<file path="src/hdl/tclp_pkg.sv">
`default_nettype none

package tclp_pkg;

    localparam int BUTTON_COUNT = 16;
    localparam int PROX_COUNT   = 8;

    localparam logic [15:0] BTN_MASK  = 16'((17'd1 << BUTTON_COUNT) - 17'd1);
    localparam logic [7:0]  PROX_MASK = 8'((9'd1 << PROX_COUNT) - 9'd1);
    localparam logic [3:0]  BTN_LAST  = 4'(BUTTON_COUNT - 1);
    localparam logic [3:0]  PROX_LAST = 4'(PROX_COUNT - 1);

    localparam logic [15:0] TOUCH_WINDOW_RST = 16'd250;
    localparam logic [15:0] LONG_TOUCH_RST   = 16'd1250;
    localparam logic [7:0]  COUNT_MAX        = 8'd255;

    localparam logic CFG_TOUCH_WINDOW = 1'b0;
    localparam logic CFG_LONG_TOUCH   = 1'b1;

    localparam logic OP_STATUS = 1'b0;
    localparam logic OP_POLL   = 1'b1;

    typedef enum logic [1:0] {
        EV_BUTTON = 2'd0,
        EV_PROX   = 2'd1,
        EV_DONE   = 2'd2,
        EV_LONG   = 2'd3
    } t_evt_kind;

    typedef struct packed {
        t_evt_kind   kind;
        logic [3:0]  index;
        logic        level;
        logic [7:0]  count;
        logic        last_flag;
    } t_evt;

    typedef enum logic [2:0] {
        ST_IDLE,
        ST_BTN,
        ST_PROX,
        ST_POLL,
        ST_FLUSH
    } t_state;

    typedef enum logic [2:0] {
        MD_IDLE,
        MD_BTN,
        MD_PROX,
        MD_POLL,
        MD_FLUSH
    } t_dp_mode;

    typedef struct packed {
        t_dp_mode    mode;
        logic        load;
        logic [3:0]  idx;
    } t_dp_cmd;

    typedef struct packed {
        logic step_done;
        logic flush_done;
    } t_dp_sts;

endpackage

`default_nettype wire

</file>
<file path="src/hdl/tclp_in_if.sv">
`default_nettype none

interface tclp_in_if;
    logic        valid;
    logic        ready;
    logic        opcode;
    logic [15:0] button_bits;
    logic [7:0]  proximity_bits;
    logic [31:0] now_ms;

    modport source (output valid, output opcode, output button_bits,
                    output proximity_bits, output now_ms, input ready);
    modport sink   (input valid, input opcode, input button_bits,
                    input proximity_bits, input now_ms, output ready);
endinterface

`default_nettype wire

</file>
<file path="src/hdl/tclp_out_if.sv">
`default_nettype none

interface tclp_out_if;
    logic       valid;
    logic       ready;
    logic [1:0] event_kind;
    logic [3:0] sensor_index;
    logic       level;
    logic [7:0] click_count;
    logic       last_flag;

    modport source (output valid, output event_kind, output sensor_index,
                    output level, output click_count, output last_flag, input ready);
    modport sink   (input valid, input event_kind, input sensor_index,
                    input level, input click_count, input last_flag, output ready);
endinterface

`default_nettype wire

</file>
<file path="src/hdl/tclp_ctrl.sv">
`default_nettype none

module tclp_ctrl (
    input  wire logic              i_clk,
    input  wire logic              i_rst_n,
    input  wire logic              i_in_valid,
    input  wire logic              i_opcode,
    input  wire tclp_pkg::t_dp_sts i_sts,
    output tclp_pkg::t_dp_cmd      o_cmd,
    output logic                   o_in_ready
);

    tclp_pkg::t_state r_state, n_state;
    logic [3:0]       r_idx, n_idx;

    always_ff @(posedge i_clk) begin
        if (!i_rst_n) begin
            r_state <= tclp_pkg::ST_IDLE;
            r_idx   <= 4'd0;
        end else begin
            r_state <= n_state;
            r_idx   <= n_idx;
        end
    end

    always_comb begin
        n_state    = r_state;
        n_idx      = r_idx;
        o_in_ready = 1'b0;
        o_cmd.mode = tclp_pkg::MD_IDLE;
        o_cmd.load = 1'b0;
        o_cmd.idx  = r_idx;
        case (r_state)
            tclp_pkg::ST_IDLE: begin
                o_in_ready = 1'b1;
                if (i_in_valid) begin
                    o_cmd.load = 1'b1;
                    n_idx      = 4'd0;
                    n_state    = (i_opcode == tclp_pkg::OP_POLL) ? tclp_pkg::ST_POLL
                                                                 : tclp_pkg::ST_BTN;
                end
            end
            tclp_pkg::ST_BTN: begin
                o_cmd.mode = tclp_pkg::MD_BTN;
                if (i_sts.step_done) begin
                    if (r_idx == tclp_pkg::BTN_LAST) begin
                        n_idx   = 4'd0;
                        n_state = tclp_pkg::ST_PROX;
                    end else begin
                        n_idx = r_idx + 4'd1;
                    end
                end
            end
            tclp_pkg::ST_PROX: begin
                o_cmd.mode = tclp_pkg::MD_PROX;
                if (i_sts.step_done) begin
                    if (r_idx == tclp_pkg::PROX_LAST) begin
                        n_state = tclp_pkg::ST_FLUSH;
                    end else begin
                        n_idx = r_idx + 4'd1;
                    end
                end
            end
            tclp_pkg::ST_POLL: begin
                o_cmd.mode = tclp_pkg::MD_POLL;
                if (i_sts.step_done) begin
                    if (r_idx == tclp_pkg::BTN_LAST) begin
                        n_state = tclp_pkg::ST_FLUSH;
                    end else begin
                        n_idx = r_idx + 4'd1;
                    end
                end
            end
            tclp_pkg::ST_FLUSH: begin
                o_cmd.mode = tclp_pkg::MD_FLUSH;
                if (i_sts.flush_done) begin
                    n_state = tclp_pkg::ST_IDLE;
                end
            end
            default: begin
                n_state = tclp_pkg::ST_IDLE;
            end
        endcase
    end

endmodule

`default_nettype wire

</file>
<file path="src/hdl/tclp_dp.sv">
`default_nettype none

module tclp_dp (
    input  wire logic              i_clk,
    input  wire logic              i_rst_n,
    input  wire logic              i_cfg_we,
    input  wire logic              i_cfg_idx,
    input  wire logic [15:0]       i_cfg_data,
    input  wire tclp_pkg::t_dp_cmd i_cmd,
    input  wire logic [15:0]       i_button_bits,
    input  wire logic [7:0]        i_proximity_bits,
    input  wire logic [31:0]       i_now_ms,
    input  wire logic              i_out_ready,
    output tclp_pkg::t_dp_sts      o_sts,
    output logic                   o_out_valid,
    output tclp_pkg::t_evt         o_res
);

    // configuration
    logic [15:0] r_win;
    logic [15:0] r_long;

    // latched item
    logic [31:0] r_now;
    logic [15:0] r_cur_b;
    logic [7:0]  r_cur_p;

    // sensor state
    logic [15:0] r_prev_b;
    logic [7:0]  r_prev_p;
    logic [31:0] r_press [16];
    logic [31:0] r_rel   [16];
    logic [15:0] r_rel_v;
    logic [7:0]  r_cnt   [16];
    logic [15:0] r_pend;

    // held result and output register
    tclp_pkg::t_evt r_held;
    logic           r_held_v;
    tclp_pkg::t_evt r_out;
    logic           r_out_v;

    logic [3:0]     w_bi;
    logic [2:0]     w_pi;
    logic [31:0]    w_d_press;
    logic [31:0]    w_d_rel;
    logic           w_near;
    logic           w_long_hit;
    logic           w_done_hit;
    logic           w_ev;
    tclp_pkg::t_evt w_evt;
    logic           w_stepping;
    logic           w_out_free;
    logic           w_step;
    logic           w_flush;

    assign w_bi      = i_cmd.idx;
    assign w_pi      = i_cmd.idx[2:0];
    assign w_d_press = r_now - r_press[w_bi];
    assign w_d_rel   = r_now - r_rel[w_bi];
    assign w_near     = r_rel_v[w_bi] && (w_d_rel <= {16'd0, r_win});
    assign w_long_hit = w_d_press >= {16'd0, r_long};
    assign w_done_hit = r_rel_v[w_bi] && (w_d_rel >= {16'd0, r_win});

    always_comb begin
        w_ev            = 1'b0;
        w_stepping      = 1'b0;
        w_evt.kind      = tclp_pkg::EV_BUTTON;
        w_evt.index     = i_cmd.idx;
        w_evt.level     = 1'b0;
        w_evt.count     = 8'd0;
        w_evt.last_flag = 1'b0;
        case (i_cmd.mode)
            tclp_pkg::MD_BTN: begin
                w_stepping  = 1'b1;
                w_ev        = r_prev_b[w_bi] ^ r_cur_b[w_bi];
                w_evt.level = r_cur_b[w_bi];
            end
            tclp_pkg::MD_PROX: begin
                w_stepping  = 1'b1;
                w_ev        = r_prev_p[w_pi] ^ r_cur_p[w_pi];
                w_evt.kind  = tclp_pkg::EV_PROX;
                w_evt.level = r_cur_p[w_pi];
            end
            tclp_pkg::MD_POLL: begin
                w_stepping = 1'b1;
                w_ev       = r_pend[w_bi] && (w_long_hit || w_done_hit);
                // long touch wins and clears the button, so no click-done follows
                if (w_long_hit) begin
                    w_evt.kind  = tclp_pkg::EV_LONG;
                    w_evt.count = 8'd1;
                end else begin
                    w_evt.kind  = tclp_pkg::EV_DONE;
                    w_evt.count = r_cnt[w_bi];
                end
            end
            default: begin
                w_ev = 1'b0;
            end
        endcase
    end

    assign w_out_free = !r_out_v || i_out_ready;
    // a found event needs room: it pushes the held one into the output register
    assign w_step  = w_stepping && !(w_ev && r_held_v && !w_out_free);
    assign w_flush = (i_cmd.mode == tclp_pkg::MD_FLUSH) && (!r_held_v || w_out_free);

    assign o_sts.step_done  = w_step;
    assign o_sts.flush_done = w_flush;
    assign o_out_valid      = r_out_v;
    assign o_res            = r_out;

    always_ff @(posedge i_clk) begin
        if (!i_rst_n) begin
            r_win    <= tclp_pkg::TOUCH_WINDOW_RST;
            r_long   <= tclp_pkg::LONG_TOUCH_RST;
            r_prev_b <= 16'd0;
            r_prev_p <= 8'd0;
            r_rel_v  <= 16'd0;
            r_pend   <= 16'd0;
            for (int k = 0; k < 16; k++) begin
                r_cnt[k] <= 8'd0;
            end
            r_held_v <= 1'b0;
            r_out_v  <= 1'b0;
        end else begin
            if (i_cfg_we) begin
                case (i_cfg_idx)
                    tclp_pkg::CFG_TOUCH_WINDOW: r_win  <= i_cfg_data;
                    tclp_pkg::CFG_LONG_TOUCH:   r_long <= i_cfg_data;
                    default: begin
                        r_win <= r_win;
                    end
                endcase
            end

            if (w_step) begin
                case (i_cmd.mode)
                    tclp_pkg::MD_BTN: begin
                        r_prev_b[w_bi] <= r_cur_b[w_bi];
                        if (w_ev) begin
                            if (r_cur_b[w_bi]) begin
                                if (w_near) begin
                                    if (r_cnt[w_bi] != tclp_pkg::COUNT_MAX) begin
                                        r_cnt[w_bi] <= r_cnt[w_bi] + 8'd1;
                                    end
                                    r_rel_v[w_bi] <= 1'b0;
                                end else begin
                                    r_cnt[w_bi] <= 8'd1;
                                end
                                r_pend[w_bi] <= 1'b1;
                            end else if (r_cnt[w_bi] != 8'd0) begin
                                r_rel_v[w_bi] <= 1'b1;
                                r_pend[w_bi]  <= 1'b1;
                            end
                        end
                    end
                    tclp_pkg::MD_PROX: begin
                        r_prev_p[w_pi] <= r_cur_p[w_pi];
                    end
                    tclp_pkg::MD_POLL: begin
                        if (w_ev) begin
                            r_rel_v[w_bi] <= 1'b0;
                            r_cnt[w_bi]   <= 8'd0;
                            r_pend[w_bi]  <= 1'b0;
                        end
                    end
                    default: begin
                        r_pend <= r_pend;
                    end
                endcase
            end

            if (w_step && w_ev) begin
                r_held_v <= 1'b1;
            end else if (w_flush) begin
                r_held_v <= 1'b0;
            end

            if ((w_step && w_ev && r_held_v) || (w_flush && r_held_v)) begin
                r_out_v <= 1'b1;
            end else if (i_out_ready) begin
                r_out_v <= 1'b0;
            end
        end
    end

    // payload registers
    always_ff @(posedge i_clk) begin
        if (i_cmd.load) begin
            r_now   <= i_now_ms;
            r_cur_b <= i_button_bits & tclp_pkg::BTN_MASK;
            r_cur_p <= i_proximity_bits & tclp_pkg::PROX_MASK;
        end
        if (w_step && (i_cmd.mode == tclp_pkg::MD_BTN) && w_ev) begin
            if (r_cur_b[w_bi]) begin
                r_press[w_bi] <= r_now;
            end else if (r_cnt[w_bi] != 8'd0) begin
                r_rel[w_bi] <= r_now;
            end
        end
        if (w_step && w_ev) begin
            r_held <= w_evt;
        end
        if (w_step && w_ev && r_held_v) begin
            r_out <= '{kind: r_held.kind, index: r_held.index, level: r_held.level,
                       count: r_held.count, last_flag: 1'b0};
        end else if (w_flush && r_held_v) begin
            r_out <= '{kind: r_held.kind, index: r_held.index, level: r_held.level,
                       count: r_held.count, last_flag: 1'b1};
        end
    end

endmodule

`default_nettype wire

</file>
<file path="src/hdl/touch_click_long_press_classifier_top.sv">
// touch click / long-press classifier
// input channel i_item: one item per transfer; opcode status carries the button
// and proximity levels, opcode poll asks for finished touches; both carry now_ms.
// output channel o_evt: one transfer per event, last_flag marks the final event
// of an item; an item that raises no event gives no transfer.
// configuration: i_cfg_we writes i_cfg_data into register i_cfg_idx
// (0 touch window, 1 long touch time); the user must write only while the
// block is idle, the block itself does not enforce it.
// timing: the sequencer scans one sensor bit per cycle unless the output stalls
// it; a status item scans 16 button bits, 8 proximity bits and a flush before
// the next ready, a poll item 16 button bits and a flush.
// an event moves into the output register when the next event is found, or at
// the flush that ends the item; the last event sits in the output register
// while the next item is already taken. when the receiver holds ready low, the
// scan stalls at a found event once held event and output register are full.
// reset: synchronous, active low; clears seen levels, flags and click counts, sets
// the touch window to 250 ms and the long touch time to 1250 ms.
`default_nettype none

module touch_click_long_press_classifier_top (
    input  wire logic        i_clk,
    input  wire logic        i_rst_n,
    input  wire logic        i_cfg_we,
    input  wire logic        i_cfg_idx,
    input  wire logic [15:0] i_cfg_data,
    tclp_in_if.sink          i_item,
    tclp_out_if.source       o_evt
);

    tclp_pkg::t_dp_cmd w_cmd;
    tclp_pkg::t_dp_sts w_sts;
    tclp_pkg::t_evt    w_res;
    logic              w_in_ready;
    logic              w_out_valid;

    tclp_ctrl u_ctrl (
        .i_clk      (i_clk),
        .i_rst_n    (i_rst_n),
        .i_in_valid (i_item.valid),
        .i_opcode   (i_item.opcode),
        .i_sts      (w_sts),
        .o_cmd      (w_cmd),
        .o_in_ready (w_in_ready)
    );

    tclp_dp u_dp (
        .i_clk            (i_clk),
        .i_rst_n          (i_rst_n),
        .i_cfg_we         (i_cfg_we),
        .i_cfg_idx        (i_cfg_idx),
        .i_cfg_data       (i_cfg_data),
        .i_cmd            (w_cmd),
        .i_button_bits    (i_item.button_bits),
        .i_proximity_bits (i_item.proximity_bits),
        .i_now_ms         (i_item.now_ms),
        .i_out_ready      (o_evt.ready),
        .o_sts            (w_sts),
        .o_out_valid      (w_out_valid),
        .o_res            (w_res)
    );

    assign i_item.ready       = w_in_ready;
    assign o_evt.valid        = w_out_valid;
    assign o_evt.event_kind   = w_res.kind;
    assign o_evt.sensor_index = w_res.index;
    assign o_evt.level        = w_res.level;
    assign o_evt.click_count  = w_res.count;
    assign o_evt.last_flag    = w_res.last_flag;

endmodule

`default_nettype wire

</file>
<file path="src/flat_wrapper.sv">
// flat-port wrapper written by rule: the top's interface ports become plain ports
module touch_click_long_press_classifier_top_flat 
  (i_clk, i_rst_n, i_cfg_we, i_cfg_idx, i_cfg_data, i_item_valid, i_item_opcode, i_item_button_bits, i_item_proximity_bits, i_item_now_ms, i_item_ready, o_evt_valid, o_evt_event_kind, o_evt_sensor_index, o_evt_level, o_evt_click_count, o_evt_last_flag, o_evt_ready);
  tclp_in_if i_item_i ();
  tclp_out_if o_evt_i ();
  input  wire logic i_clk;
  input  wire logic i_rst_n;
  input  wire logic i_cfg_we;
  input  wire logic i_cfg_idx;
  input  wire logic [15:0] i_cfg_data;
  input wire logic [$bits(i_item_i.valid)-1:0] i_item_valid;
  input wire logic [$bits(i_item_i.opcode)-1:0] i_item_opcode;
  input wire logic [$bits(i_item_i.button_bits)-1:0] i_item_button_bits;
  input wire logic [$bits(i_item_i.proximity_bits)-1:0] i_item_proximity_bits;
  input wire logic [$bits(i_item_i.now_ms)-1:0] i_item_now_ms;
  output wire logic [$bits(i_item_i.ready)-1:0] i_item_ready;
  output wire logic [$bits(o_evt_i.valid)-1:0] o_evt_valid;
  output wire logic [$bits(o_evt_i.event_kind)-1:0] o_evt_event_kind;
  output wire logic [$bits(o_evt_i.sensor_index)-1:0] o_evt_sensor_index;
  output wire logic [$bits(o_evt_i.level)-1:0] o_evt_level;
  output wire logic [$bits(o_evt_i.click_count)-1:0] o_evt_click_count;
  output wire logic [$bits(o_evt_i.last_flag)-1:0] o_evt_last_flag;
  input wire logic [$bits(o_evt_i.ready)-1:0] o_evt_ready;
  assign i_item_i.valid = i_item_valid;
  assign i_item_i.opcode = i_item_opcode;
  assign i_item_i.button_bits = i_item_button_bits;
  assign i_item_i.proximity_bits = i_item_proximity_bits;
  assign i_item_i.now_ms = i_item_now_ms;
  assign i_item_ready = i_item_i.ready;
  assign o_evt_valid = o_evt_i.valid;
  assign o_evt_event_kind = o_evt_i.event_kind;
  assign o_evt_sensor_index = o_evt_i.sensor_index;
  assign o_evt_level = o_evt_i.level;
  assign o_evt_click_count = o_evt_i.click_count;
  assign o_evt_last_flag = o_evt_i.last_flag;
  assign o_evt_i.ready = o_evt_ready;
  touch_click_long_press_classifier_top u_core (.i_clk(i_clk), .i_rst_n(i_rst_n), .i_cfg_we(i_cfg_we), .i_cfg_idx(i_cfg_idx), .i_cfg_data(i_cfg_data), .i_item(i_item_i), .o_evt(o_evt_i));
endmodule
</file>
<file path="config.mk">
export PLATFORM = sky130hd
export DESIGN_NAME = touch_click_long_press_classifier_top_flat
export DESIGN_NICKNAME = d
export VERILOG_FILES = /design/src/hdl/tclp_pkg.sv /design/src/hdl/tclp_in_if.sv /design/src/hdl/tclp_out_if.sv /design/src/hdl/tclp_ctrl.sv /design/src/hdl/tclp_dp.sv /design/src/hdl/touch_click_long_press_classifier_top.sv /design/src/flat_wrapper.sv
export SDC_FILE = /design/constraint.sdc
export NUM_CORES = 1
export LEC_CHECK = 0
export BUFFER_PORTS_ARGS = -buffer_cell sky130_fd_sc_hd__clkbuf_2
export CORE_MARGIN = 3
export CORE_UTILIZATION = 55
export CTS_CLUSTER_SIZE = 10
export DETAILED_ROUTE_END_ITERATION = 10
export PLACE_DENSITY = 0.71
export SLEW_MARGIN = 20
export SYNTH_ARGS = -nofsm -noshare
export SYNTH_HDL_FRONTEND = slang
export SYNTH_SLANG_ARGS = --single-unit
</file>
<file path="constraint.sdc">
create_clock -name i_clk -period 11.6 [get_ports i_clk]
set_clock_uncertainty 0.2 [all_clocks]
set_input_delay 2.32 -clock i_clk [delete_from_list [all_inputs] [get_ports i_clk]]
set_output_delay 2.32 -clock i_clk [all_outputs]
set_load 0.02 [all_outputs]
</file>
* Word-level counts from Yosys, hierarchy flattened *
Memories as Yosys holds them, arrays and structs flattened. A register that Yosys moved wholly into a read port is not among the register bits.
Index checks and enable logic that the tools add are counted.
W data, S select, Z words.

operators by class
  add/sub/neg operators = 4
  $lt $le $gt $ge = 7
  equality and inequality tests = 25
  mux-type cells = 102
  bitwise operators = 11
  reductions and logical operators = 40

operators with widths
  operator               number
  $mux W16               11
  $ge A32 B16 Y1         2
  $pmux W16 S2           2
  $sub A32 B32 Y32       2
  $mux W4                14
  $mux W1                47
  $and A16 B16 Y16       2
  $le A32 B16 Y1         1
  $or A16 B16 Y16        2
  $mux W3                8
  $mux W8                3
  $ne A2 B2 Y1 const B   12
  $bmux W1 S4            4
  $bwmux W16             1
  $not A16 Y16           1
  $pmux W4 S4            1
  $pmux W3 S5            1
  $logic_and A1 B1 Y1    14
  $eq A3 B2 Y1 const B   4
  $pmux W3 S4            1
  $add A8 B1 Y8 const B  1
  $bwmux W8              1
  $ne A8 B8 Y1 const B   1
  $reduce_and A2 Y1      4
  33 further kinds       49

storage, ports and cells
  register bits = 184
  RAM bits = 1152
  bits of input ports = 79
  output and inout bits = 18
  memories kept = 3

memory list
  name                 words  width  rd ports  clocked after Yosys merged registers in  write ports  line           RTL
  u_core.u_dp.r_press  16     32     1         1                                        1            tclp_dp.sv:31  logic [31:0] r_press [16];
  u_core.u_dp.r_rel    16     32     1         1                                        1            tclp_dp.sv:32  logic [31:0] r_rel [16];
  u_core.u_dp.r_cnt    16     8      1         1                                        16           tclp_dp.sv:34  logic [7:0] r_cnt [16];

* Depth between registers and ports, before layout *
  depth in word-level cells = 17
  depth in mapped cells = 31
  depth with buffers taken out = 24

* Cells and area by module *
Synthesis repeated with hierarchy kept, for this count alone.

unflattened totals
  cells, all modules = 3280
  area, all modules = 56770.7 um2

modules (own cells, without submodules)
  module     instances  cells an instance  area each (um2)  sequential area each (um2)
  tclp_dp    1          3216               56259.0          38997.4
  tclp_ctrl  1          64                 511.7            140.1

* Worst setup path before layout *
No wires, ideal clock.

  path type = register to register
  start = register (tool-made name)
  end = memory u_core.u_dp.r_press[13][0], enable pin
  setup time = 421 ps
  arrival = 8553 ps
  data required time = 10979 ps
  slack = 2426 ps
  stages on the path, launching flop included = 32
  buffers on the path = 9
  clock period less this slack = 9174 ps
  path through = dfxtp_1 > clkbuf_1 > buf_2 > buf_1 > clkbuf_1 > buf_1 > buf_1 > mux4_2 > mux4_2 > ha_1 > inv_1 > fa_1 > a21o_1 > a31oi_1 > or4_1 > and2_1 > xnor2_1 > ha_1 > o21ai_0 > nor2_1 > nor3_1 > a21oi_1 > nor4b_1 > nand4b_1 > nor4_1 > nand4_1 > o31a_1 > buf_6 > buf_6 > nand2_2 > buf_4 > nor2_1

RTL lines
  element        line
  end, declared  tclp_dp.sv:31

==> flow_metrics.tcl <==
set metrics [dict create \
    core_um2 102300 \
    final_hold_viol_count 0 \
    worst_skew_pair.late_latency_ps 740 \
    rsz0062_at_grt "no" \
    cts_root_buffer "sky130_fd_sc_hd__clkbuf_16" \
    postCtsSetupBuffers 0 \
    number_of_nets_in_the_synthesized_netlist 3554 \
    grt_overflow_total 0 \
    fin_crit_ps 9530 \
    num_vias 32910 \
    path_clk_slew_ps 60 \
    setup_tns_ps 0 \
    synth.cell_area_um2 57090 \
    first_pass_grt_wire_length_mm 221.8 \
    critical_path.cell_chain "buf_4 > buf_4 > buf_4 > mux4_2 > mux4_2 > inv_1 > ha_1 > a21oi_1 > o211ai_1 > a221oi_1 > a21oi_1 > mux2i_1 > or4_1 > or4_1 > o31a_1 > o31a_2 > buf_4 > nand3_2 > buf_4 > nor2_4 > buf_16" \
    post_layout_nonfiller_instances 4959 \
    synthToLayoutAreaGrowth_pct 12.83 \
    critPathArrivalTime_ps 9810 \
    yosysTopAreaCell "sky130_fd_sc_hd__edfxtp_1" \
    setup.reg_to_reg.worst_slack_ps 2070 \
    cts.htree.levels 4 \
    cts_hold_repair.buffers 0 \
    power.leakage_nw 20.79 \
    syn_avg_cell_area_um2 16.94 \
    pwr-share-comb 0.282 \
    post_synth_inst_count 3371 \
    critPathLaunchType "flip-flop" \
    switching_power_mw 4.333 \
    run_status "completed" \
    detailedPlacementHpwl_mm 96.44 \
    hp-start "u_core.u_dp.r_win[13]$_SDFFE_PN0P_" \
    pin_count_of_the_biggest_net_entering_global_routing 101 \
    synth_edf_count 1238 \
    min_to "u_core.u_dp.r_win[13]$_SDFFE_PN0P_" \
    postCtsResizedCells 0 \
    worst_r2r_endpoint "u_core.u_dp.r_rel[13][19]$_DFFE_PP_" \
    vias_in_the_first_global_route 32460 \
    synth.ff_latch_count 1340 \
    cts_tree "yes" \
    worst_path_largest_cell_delay_ps 800 \
    track_usage 0.2837 \
    p_per_area_nw_per_um2 215.4 \
    antenna_violating_nets_left 0 \
    sequential_share_of_power 0.412 \
    route.detailed.vias_per_inst 6.637 \
    rows 117 \
    dp.cells 4746 \
    initial_utilization 0.5580 \
    synth-seq-area-share 0.6869 \
    final-setup-viol-count 0 \
    main_flop_type_after_synthesis "sky130_fd_sc_hd__edfxtp_1" \
    whs_path_depth 2 \
    antenna_cells 0 \
    synthesis.yosys.warnings 0 \
    timing.critical_path.to_type "flip-flop" \
    worst-slew-pin-transition_ps 1113 \
    buffer_ports.inserted 96 \
    hold_path.class "flip-flop to flip-flop" \
    maxSlewHeadroom 0.2582 \
    synth.area.top_cells "sky130_fd_sc_hd__edfxtp_1 65%, sky130_fd_sc_hd__mux4_2 14%, sky130_fd_sc_hd__dfxtp_1 3.6%" \
    maxCapViolations 0 \
    synth_commonest_cells "1,238 x sky130_fd_sc_hd__edfxtp_1, 366 x sky130_fd_sc_hd__mux4_2, 261 x sky130_fd_sc_hd__nand2_1" \
    clkPwrFrac 0.306 \
    finalHoldWorstSlack_ps 262.6 \
    drtIter0Drc 4582 \
    first_pass_iteration_count_of_the_detailed_router 6 \
    critPathRequiredTime_ps 11880 \
    dieArea_um2 107700 \
    die_width_um 328.2 \
    cell_internal_power_mw 9.544 \
    nets 3739 \
    critical_path.most_common_cell "sky130_fd_sc_hd__buf_4" \
    wl_per_cell_um 30.74 \
    antenna_found_initial 12 \
    io-pin-count 97 \
    sw_frac_of_total 0.3123 \
    ff_latch_area_um2 39230 \
    dp_worst_setup_slack_ps 2175 \
    cts_inserted_buffers 154 \
    synthArstFlopShare 0 \
    clock_path_buffers 3 \
    netlist.area_leader.share 0.6511 \
    critical_path.max_fanout 33 \
    wirelength_mm 152.5 \
    period_share 0.8216 \
    ir_worst_vdd_uv 169.8 \
    multiInputGateArea_um2 16980 \
    ys_types 84 \
    drive_gt1_frac 0.2239 \
    remaining_drc_errors 0 \
    crit_type "flip-flop to flip-flop" \
    critical_path.slowest_cell "sky130_fd_sc_hd__dfxtp_4" \
    power_mw 13.88 \
    synthMostInstantiatedCell "sky130_fd_sc_hd__edfxtp_1" \
    timing.final.ws_setup_ps 2070 \
    nFillCells 6874 \
    fp.dieH_um 328.2 \
    reg2regPathDepth 21 \
    max_freq_mhz 104.9 \
    place_congestion 0.9409 \
    slew_viol_final 0 \
    cts_sinks 1340 \
]
==> worst max-delay path: cells and delay by family, from the launching register on <==
family                     cells  cell delay (ps)
adders and majority gates      1              310
DFF                            1              800
buffers and inverters          7             2670
AOI/OAI and AO/OA              6             2150
and+or+nand+nor                4             1750
muxes                          3             1230
==> per-layer routing <==
layer | wire [µm] | track usage | vias up
met4 | 4130 | 0.09157 | 12
met3 | 16660 | 0.06403 | 265
met5 | 78 | 0 | -
met1 | 58980 | 0.4101 | 16900
li1 | - | - | 13660
met2 | 72620 | 0.4351 | 2078
==> power by group through the flow <==
stage / sequential [mW] / clock, mW / combinational [mW]
after floorplan: 5.84 / 0 / 2.56
after global placement: 5.80 / 0 / 3.76
after detailed placement: 5.81 / 0 / 3.83
after CTS: 5.71 / 4.30 / 3.87
after global routing: 5.72 / 4.49 / 4.20
final: 5.71 / 4.25 / 3.91
==> layout make-up <==
class                           count  area share
Inverter                          120    0.006992
Timing Repair Buffer              198     0.02770
Clock buffer                      174     0.06165
Tap cell                         1368     0.02657
Sequential cell                  1340      0.6090
Clock inverter                     17    0.004448
Multi-Input combinational cell   1742      0.2636
==> sequential cells by signal, summed over array words and instances (netlist names), named ones only <==
| register | count |
|---|---|
| u_core.u_dp.o_res | 16 |
| u_core.u_dp.r_press | 512 |
| u_core.u_dp.r_prev_p | 8 |
| u_core.u_dp.r_prev_b | 16 |
| u_core.u_dp.r_held | 15 |
| u_core.u_dp.r_rel | 512 |
| u_core.u_dp.r_held_v | 1 |
| u_core.u_dp.r_cur_p | 8 |
| u_core.u_dp.r_now | 32 |
| u_core.u_dp.r_long | 16 |
| u_core.u_dp.o_out_valid | 1 |
| u_core.u_ctrl.r_idx | 4 |
| u_core.u_dp.r_win | 16 |
| u_core.u_ctrl.r_state | 3 |
| u_core.u_dp.r_cnt | 128 |
| u_core.u_dp.r_cur_b | 16 |
==> cell families after synthesis <==
family                   Yosys count  share of synthesized area
AO/OA/AOI/OAI                    403                    0.04648
buffers and inverters            289                    0.02018
AND/OR/NAND/NOR                  769                    0.06241
flip-flops                      1340                     0.6869
adder cells (fa/ha/maj)          104                    0.02305
multiplexers                     416                     0.1533
XOR/XNOR                          50                   0.007670
==> cells in the final DEF, fill, tap and decap left out, drive strengths merged, types with 7 or more instances in the layout <==
cell type,count
edfxtp,1238
mux4,366
clkbuf,269
nand2,262
nor2,245
inv,122
a21oi,105
buf,103
ha,102
dfxtp,102
nand3,80
o21ai,76
mux2i,43
a21boi,40
xnor2,35
o211ai,35
and2,34
o21a,24
nor3,24
and3,20
o22ai,20
nand4,19
and4b,16
xor2,15
nor2b,14
a21o,14
clkinv,12
a31oi,11
nand2b,11
a22oi,8
a211oi,8
o31ai,8
nor4,8
or3,8
mux2,7
==> worst max path at each step <==
stage                     startpoint                                    to  slack (ps)  depth (start not counted)
after global routing       flip-flop    u_core.u_dp.r_rel[1][19]$_DFFE_PP_        1540                         21
after global placement     flip-flop    u_core.u_dp.r_rel[0][24]$_DFFE_PP_        2370                         23
after CTS                  flip-flop    u_core.u_dp.r_rel[2][30]$_DFFE_PP_        2090                         23
after floorplan            flip-flop  u_core.u_dp.r_press[13][0]$_DFFE_PP_        2430                         31
final                      flip-flop   u_core.u_dp.r_rel[13][19]$_DFFE_PP_        2070                         21
after detailed placement   flip-flop    u_core.u_dp.r_rel[1][26]$_DFFE_PP_        2170                         21
==> stage by stage <==
stage | util | instance area [µm²]
5_1_grt | 0.6295 | 64420
2_1_floorplan | - | 57090
6_report | 0.6295 | 64420
4_1_cts | 0.6248 | 63930
3_3_place_gp | 0.5806 | 59420
3_5_place_dp | 0.5832 | 59670
No activity file was read; power rests on OpenSTA's default activity.
